### config.mk
export PLATFORM = sky130hd
export DESIGN_NAME = binary_to_decimal_ascii_digits
export DESIGN_NICKNAME = d
export VERILOG_FILES = /design/src/rtl/b2d_pkg.sv /design/src/rtl/b2d_div_stage.sv /design/src/rtl/b2d_emit.sv /design/src/rtl/binary_to_decimal_ascii_digits.sv
export SDC_FILE = /design/constraint.sdc
export NUM_CORES = 1
export LEC_CHECK = 0
export BUFFER_PORTS_ARGS = -buffer_cell sky130_fd_sc_hd__buf_2
export CORE_UTILIZATION = 35
export CTS_CLUSTER_DIAMETER = 40
export DETAILED_ROUTE_END_ITERATION = 6
export PLACE_DENSITY_LB_ADDON = 0.1
export SETUP_SLACK_MARGIN = 0.15
export SYNTH_ARGS = -nofsm -noshare
export SYNTH_HDL_FRONTEND = slang
export SYNTH_HIERARCHICAL = 1
export SYNTH_SLANG_ARGS = --single-unit
### constraint.sdc
create_clock -name clk -period 9.14 [get_ports clk]
set_input_delay 1.828 -clock clk [delete_from_list [all_inputs] [get_ports clk]]
set_output_delay 1.828 -clock clk [all_outputs]
set_load 0.02 [all_outputs]
### src/rtl/b2d_pkg.sv
package b2d_pkg;

  localparam int VALUE_W = 16;
  localparam int COUNT_W = 3;
  localparam int DIGIT_W = 4;
  localparam int CHAR_W  = 6;
  localparam int PROD_W  = 2 * VALUE_W;

  // x / 10 == (x * 52429) >> 19, exact for every 16-bit x
  localparam logic [VALUE_W-1:0] RECIP_TEN   = 16'd52429;
  localparam int                 RECIP_SHIFT = 19;

  localparam logic [CHAR_W-1:0] ASCII_ZERO = 6'h30;

  typedef logic [VALUE_W-1:0] value_t;
  typedef logic [COUNT_W-1:0] count_t;
  typedef logic [DIGIT_W-1:0] digit_t;
  typedef logic [CHAR_W-1:0]  char_t;

endpackage

### src/rtl/b2d_div_stage.sv
module b2d_div_stage #(
  parameter int MAX_DIGITS = 5,
  parameter int IDX        = 0
) (
  input  logic                                  clk,
  input  logic                                  rst,
  input  logic                                  in_valid,
  output logic                                  in_ready,
  input  b2d_pkg::value_t                       value_in,
  input  b2d_pkg::count_t                       count_in,
  input  logic [MAX_DIGITS*b2d_pkg::DIGIT_W-1:0] digits_in,
  output logic                                  out_valid,
  input  logic                                  out_ready,
  output b2d_pkg::value_t                       value_out,
  output b2d_pkg::count_t                       count_out,
  output logic [MAX_DIGITS*b2d_pkg::DIGIT_W-1:0] digits_out
);

  logic [b2d_pkg::PROD_W-1:0]               prod;
  b2d_pkg::value_t                          quot;
  b2d_pkg::value_t                          rem_full;
  logic [MAX_DIGITS*b2d_pkg::DIGIT_W-1:0]   digits_next;
  logic                                     load;

  // divide by ten through the reciprocal, remainder by shift and subtract
  assign prod     = b2d_pkg::PROD_W'(value_in) * b2d_pkg::PROD_W'(b2d_pkg::RECIP_TEN);
  assign quot     = b2d_pkg::VALUE_W'(prod[b2d_pkg::PROD_W-1:b2d_pkg::RECIP_SHIFT]);
  assign rem_full = value_in - (quot << 3) - (quot << 1);

  always_comb begin
    digits_next = digits_in;
    digits_next[IDX*b2d_pkg::DIGIT_W +: b2d_pkg::DIGIT_W] = rem_full[b2d_pkg::DIGIT_W-1:0];
  end

  assign in_ready = !out_valid || out_ready;
  assign load     = in_valid && in_ready;

  always_ff @(posedge clk) begin
    if (rst) begin
      out_valid <= 1'b0;
    end else if (in_ready) begin
      out_valid <= in_valid;
    end
  end

  always_ff @(posedge clk) begin
    if (load) begin
      value_out  <= quot;
      count_out  <= count_in;
      digits_out <= digits_next;
    end
  end

endmodule

### src/rtl/b2d_emit.sv
module b2d_emit #(
  parameter int MAX_DIGITS = 5
) (
  input  logic                                  clk,
  input  logic                                  rst,
  input  logic                                  in_valid,
  output logic                                  in_ready,
  input  b2d_pkg::count_t                       count_in,
  input  logic [MAX_DIGITS*b2d_pkg::DIGIT_W-1:0] digits_in,
  output logic                                  out_valid,
  input  logic                                  out_ready,
  output b2d_pkg::char_t                        ascii_char,
  output logic                                  last_char
);

  localparam int POS_W = (MAX_DIGITS > 1) ? $clog2(MAX_DIGITS) : 1;

  b2d_pkg::digit_t   dig [MAX_DIGITS];
  logic [POS_W-1:0]  pos;
  logic              load;
  logic              take;
  b2d_pkg::count_t   count_m1;

  assign last_char = (pos == '0);
  assign take      = out_valid && out_ready;
  assign in_ready  = !out_valid || (out_ready && last_char);
  assign load      = in_valid && in_ready;
  assign count_m1  = count_in - b2d_pkg::COUNT_W'(1);

  assign ascii_char = b2d_pkg::ASCII_ZERO
                    + b2d_pkg::CHAR_W'(dig[pos]);

  always_ff @(posedge clk) begin
    if (rst) begin
      out_valid <= 1'b0;
    end else if (load) begin
      out_valid <= 1'b1;
    end else if (take && last_char) begin
      out_valid <= 1'b0;
    end
  end

  // most significant requested digit first, down to the units
  always_ff @(posedge clk) begin
    if (load) begin
      pos <= POS_W'(count_m1);
      for (int i = 0; i < MAX_DIGITS; i++) begin
        dig[i] <= digits_in[i*b2d_pkg::DIGIT_W +: b2d_pkg::DIGIT_W];
      end
    end else if (take) begin
      pos <= pos - POS_W'(1);
    end
  end

endmodule

### src/rtl/binary_to_decimal_ascii_digits.sv
// one divide-by-ten stage per digit, then a serialiser sending one character a cycle
// while char_ready is high; the serialiser takes a new item only as the last
// character of the previous one is taken, and the divide stages take an item
// every cycle unless held by the stage after them
// reset: synchronous, active high, clears every stage valid and the serialiser valid
module binary_to_decimal_ascii_digits #(
  parameter int MAX_DIGITS = 5
) (
  input  logic            clk,
  input  logic            rst,
  input  logic            item_valid,
  output logic            item_ready,
  input  b2d_pkg::value_t value,
  input  b2d_pkg::count_t digit_count,
  output logic            char_valid,
  input  logic            char_ready,
  output b2d_pkg::char_t  ascii_char,
  output logic            last_char
);

  localparam int DIGS_W = MAX_DIGITS * b2d_pkg::DIGIT_W;

  logic              vld_link [MAX_DIGITS+1];
  logic              rdy_link [MAX_DIGITS+1];
  b2d_pkg::value_t   val_link [MAX_DIGITS];
  b2d_pkg::count_t   cnt_link [MAX_DIGITS+1];
  logic [DIGS_W-1:0] dig_link [MAX_DIGITS+1];

  b2d_pkg::count_t   count_clamped;

  // zero count raised to one, counts above the limit cut to the limit
  always_comb begin
    priority if (digit_count == '0) begin
      count_clamped = b2d_pkg::COUNT_W'(1);
    end else if (digit_count > b2d_pkg::COUNT_W'(MAX_DIGITS)) begin
      count_clamped = b2d_pkg::COUNT_W'(MAX_DIGITS);
    end else begin
      count_clamped = digit_count;
    end
  end

  assign vld_link[0] = item_valid;
  assign item_ready  = rdy_link[0];
  assign val_link[0] = value;
  assign cnt_link[0] = count_clamped;
  assign dig_link[0] = '0;

  for (genvar g = 0; g < MAX_DIGITS; g++) begin : g_stage
    if (g == MAX_DIGITS - 1) begin : g_last
      b2d_div_stage #(.MAX_DIGITS(MAX_DIGITS), .IDX(g)) u_stage (
        .clk        (clk),
        .rst        (rst),
        .in_valid   (vld_link[g]),
        .in_ready   (rdy_link[g]),
        .value_in   (val_link[g]),
        .count_in   (cnt_link[g]),
        .digits_in  (dig_link[g]),
        .out_valid  (vld_link[g+1]),
        .out_ready  (rdy_link[g+1]),
        .value_out  (),
        .count_out  (cnt_link[g+1]),
        .digits_out (dig_link[g+1])
      );
    end else begin : g_mid
      b2d_div_stage #(.MAX_DIGITS(MAX_DIGITS), .IDX(g)) u_stage (
        .clk        (clk),
        .rst        (rst),
        .in_valid   (vld_link[g]),
        .in_ready   (rdy_link[g]),
        .value_in   (val_link[g]),
        .count_in   (cnt_link[g]),
        .digits_in  (dig_link[g]),
        .out_valid  (vld_link[g+1]),
        .out_ready  (rdy_link[g+1]),
        .value_out  (val_link[g+1]),
        .count_out  (cnt_link[g+1]),
        .digits_out (dig_link[g+1])
      );
    end
  end

  b2d_emit #(.MAX_DIGITS(MAX_DIGITS)) u_emit (
    .clk        (clk),
    .rst        (rst),
    .in_valid   (vld_link[MAX_DIGITS]),
    .in_ready   (rdy_link[MAX_DIGITS]),
    .count_in   (cnt_link[MAX_DIGITS]),
    .digits_in  (dig_link[MAX_DIGITS]),
    .out_valid  (char_valid),
    .out_ready  (char_ready),
    .ascii_char (ascii_char),
    .last_char  (last_char)
  );

endmodule

======== Word level (Yosys, flattened, before mapping) ========
Memory sizes are Yosys's and may differ from the RTL's. A register that Yosys moved wholly into a read port is not among the register bits.
Cells that the tools add are included.
storage, ports and cells
  register bits ........................... 118
  bits in writable memories ............... 20
  input port bits ......................... 23
  output and inout port bits .............. 9
  logic and storage cells ................. 76
  memories ................................ 1
memory list
  memory      words  bits a word  rd ports  clocked after Yosys merged registers in  write ports  line            text
  u_emit.dig  5      4            1         1                                        5            b2d_emit.sv:18  b2d_pkg::digit_t dig [MAX_DIGITS];
operators by class
  $add $sub $neg .......................... 13
  multiply operators ...................... 5
  magnitude comparators ................... 1
  muxes and demuxes ....................... 8
  reductions and logical operators ........ 26
operators with widths
  operator                                                                number
  4-bit subtractor                                                        10
  16-bit by 16-bit multiplier with 32-bit output (second input constant)  1
  13-bit by 16-bit multiplier with 29-bit output (second input constant)  1
  10-bit by 16-bit multiplier with 26-bit output (second input constant)  1
  7-bit by 16-bit multiplier with 23-bit output (second input constant)   1
  4-bit by 16-bit multiplier with 20-bit output (second input constant)   1
  3-bit two-way mux                                                       4
  1-bit logical AND                                                       9
  5-bit by 5-bit adder with 6-bit output (first input constant)           1
  1-bit zero test                                                         6
  3-bit zero test                                                         2
  1-bit logical OR                                                        6
  3-bit by 1-bit subtractor with 3-bit output (second input constant)     2
  1-bit two-way mux                                                       4
  2-bit nonzero test                                                      2
  3-bit > comparator (second input constant)                              1
  2-bit OR reduction                                                      1

======== Depth between registers and ports, before layout ========
  depth in word-level cells ............... 9
  depth in mapped cells ................... 24
  gate-level depth less buffers ........... 24

======== By module ========
Netlist, hierarchy kept.
modules (own cells, without submodules)
  module                                     times used  cells an instance  area an instance (µm²)  seq. area each (µm²)
  b2d_div_stage (g_stage[0].g_mid.u_stage)   1           578                6,014.5                 1,101.1
  b2d_div_stage (g_stage[4].g_last.u_stage)  1           520                5,819.3                 1,101.1
  b2d_div_stage (g_stage[1].g_mid.u_stage)   1           517                5,766.8                 1,101.1
  b2d_div_stage (g_stage[2].g_mid.u_stage)   1           514                5,731.7                 1,101.1
  b2d_div_stage (g_stage[3].g_mid.u_stage)   1           502                5,664.2                 1,101.1
  b2d_emit                                   1           65                 1,112.3                 770.7
  binary_to_decimal_ascii_digits             1           5                  35.0                    0.0

======== Least setup slack after synthesis ========
No wires, ideal clock.
  path kind ............................... input-to-reg
  start point ............................. input value[2]
  end point ............................... register g_stage[0].g_mid.u_stage/digits_out[3] (netlist name) (data pin)
  library setup time ...................... 0.268 ns
  arrival time ............................ 6.657 ns
  data required time ...................... 8.872 ns
  setup slack ............................. 2.215 ns
  stages .................................. 19
  path buffers ............................ 0
  cell sequence ........................... ha_1 > inv_1 > fa_1 > inv_1 > fa_1 > fa_1 > fa_1 > inv_1 > fa_1 > inv_1 > ha_1 > nand2_1 > a21o_1 > nor4_1 > nor2_1 > xnor2_1 > ha_1 > xor2_1 > xnor3_1
between the ends
  elaborated cells on any way between the ends .. 3
  classes of those cells .................. add/sub (2); mul (1)
RTL lines
  element                                         line                                  text
  start, declared                                 binary_to_decimal_ascii_digits.sv:13  input b2d_pkg::value_t value,
  16-bit by 16-bit multiplier with 32-bit output  b2d_div_stage.sv:26                   assign prod = b2d_pkg::PROD_W'(value_in) * b2d_pkg::PROD_W'(b2d_pkg::RECIP_TEN);
  via g_stage[0].g_mid.u_stage.prod, one bit      b2d_div_stage.sv:19                   logic [b2d_pkg::PROD_W-1:0] prod;
  4-bit subtractor                                b2d_div_stage.sv:28                   assign rem_full = value_in - (quot << 3) - (quot << 1);
  via g_stage[0].g_mid.u_stage.rem_full[3]        b2d_div_stage.sv:21                   b2d_pkg::value_t rem_full;
  end signal, assigned                            b2d_div_stage.sv:50                   digits_out <= digits_next;
  end, declared                                   b2d_div_stage.sv:16                   output logic [MAX_DIGITS*b2d_pkg::DIGIT_W-1:0] digits_out
The timed path passes the listed nets, and every way through them passes these cells.
A chain may end at the register's enable or synchronous reset.

======== Final worst setup path ========
  start point ............................. input value[3]
  end point ............................... register g_stage[0].g_mid.u_stage/digits_out[3] (netlist name) (data pin)
The elaborated chain is that of the path after synthesis.

==> flow_summary.ini <==
[route]
dr_wl_met2_um = 27700
ant_nets = 0
drtPass1Iterations = 5
wl_um = 60000
drt_iter0_markers = 475
wl_met3_um = 1230
vias_per_cell = 4.59
wl_per_cell_um = 16.7
dr_total_vias = 16500
met1_length_um = 29900
top_layer = met4
drc = 0

[worst_hold_path]
hold_path_class = reg2reg

[timing]
drv_slew = 0
max_freq_mhz = 142
hold_viol = 0
rsz0062_at_grt = false
finClkSkew_ps = 7.84
final.min_clock_period_ps = 7050
report.final.setup_viol = 0
fin_ws_ps = 2090
finalSetupTns_ps = 0
finalCritPeriodShare = 0.771
worstMarginPinSlew_ps = 1060
slew_headroom = 0.293

[yosys]
syn-cell-area_um2 = 27200
avgSynthCellArea_um2 = 10.9
ys_warn_count = 6
synth_cells = 2499

[setup_path]
end_kind = flop
timing.critical_path.arrival_ps = 7240
start_kind = primary input
crit_required_ps = 9330
path_class = in2reg
crit_path_max_fanout = 6

[placed_design]
place_congestion = 0.860
port_buffers = 29
dp.final_hpwl_um = 54100
place_area_um2 = 28500
pre_cts_ws_ps = 1610
dp_cells = 3549

[floorplanning]
io_pins = 32
floorplan.rows = 101
core-area_um2 = 76300
die_h_um = 281
start_util = 0.356
dieArea_um2 = 78800
die_x_um = 281

[clocking]
ctsLongestPathBuffers = 2
clock-root-buffer = clkbuf_16
numCtsBuffers = 17
ctsResizeCount = 0
htreeDepth = 4
clock_latency_ps = 440
cts_hold_buf = 0
cts_tree = done
cts.reportedPaths.clkPinSlew_ps = 70
post_cts_buffers = 0
cts.sinks = 159

[grt]
overflow = 0
grt_pass1_wl_um = 101000
grt_pass1_vias = 18400
grt_max_degree = 33
grt.total_usage = 0.164
antenna_found_initial = 1

[cells_and_area]
fin_cells = 3582
drive_above_1_share = 0.0459
area_delta_synth_final_pct = 7.22
fin_area_um2 = 29100
nNetsFinal = 3577

[run]
max_cap_violations = 0

[status]
status = completed
cell type report:
class,instances,area [µm²]
Antenna cell,1,2.50
Clock buffer,17,425
Clock inverter,15,185
Fill cell,7644,47200
Inverter,715,2680
Multi-Input combinational cell,1614,19700
Sequential cell,159,4680
Tap cell,1030,1290
Timing Repair Buffer,31,160
worst paths after layout:
kind	from	to	slack (ps)	cells past startpoint
setup / recovery	value[3]	g_stage[0].g_mid.u_stage/digits_out[3]	2090	20
hold / removal	g_stage[2].g_mid.u_stage/digits_out[6]	g_stage[3].g_mid.u_stage/digits_out[6]	420	0
setup reg to reg	g_stage[2].g_mid.u_stage/value_out[6]	g_stage[3].g_mid.u_stage/digits_out[15]	2200	22
hold reg to reg	g_stage[2].g_mid.u_stage/digits_out[6]	g_stage[3].g_mid.u_stage/digits_out[6]	420	0
registers in the layout, indices dropped and copies added, names as in the netlist, named ones only:
register                           flops
g_stage.g_last.u_stage/count_out       3
g_stage.g_last.u_stage/digits_out     20
g_stage.g_last.u_stage/out_valid       1
g_stage.g_mid.u_stage/count_out       12
g_stage.g_mid.u_stage/digits_out      40
g_stage.g_mid.u_stage/out_valid        4
g_stage.g_mid.u_stage/value_out       52
u_emit/dig                            20
u_emit/out_valid                       1
u_emit/pos                             3
through the flow:
stage | hold slack (ps) | util
after floorplan | 400 | -
after global placement | 402 | 0.374
after detailed placement | 405 | 0.374
after CTS | 419 | 0.382
after global routing | 423 | 0.382
final | 418 | 0.382
layout by cell type (no fill, tap or decap), types with 11 or more instances in the layout:
cell	instances
edfxtp_1	150
o21ai_0	27
clkbuf_16	17
xor2_1	37
nor2_1	42
nand2b_1	11
a211oi_1	11
o21ai_1	13
inv_1	714
nand2_1	67
nor3_1	15
buf_2	29
ha_1	629
xnor2_1	62
fa_1	387
nand3_1	25
a21o_1	24
a21oi_1	78
conb_1	14
o211ai_1	11
nand4_1	14
critical path: stages:
cell and delay, ps:
buf_2 180, ha_1 360, inv_1 80, fa_1 550, inv_1 80, fa_1 510
fa_1 520, fa_1 540, inv_1 50, fa_1 530, inv_1 40, ha_1 330
a21oi_1 240, a21o_1 180, o21ai_1 90, nor2_1 230, xnor2_1 180, ha_1 200
xor2_1 190, xnor3_1 330
layer usage:
layer,global-route usage,vias up
li1,-,8135
met1,0.235,8114
met2,0.265,145
met3,0.0180,57
met4,0.0376,0
met5,0,-
Power is not shown: default switching activity piles up to over one toggle a cycle in this logic, so the estimate is an artifact.
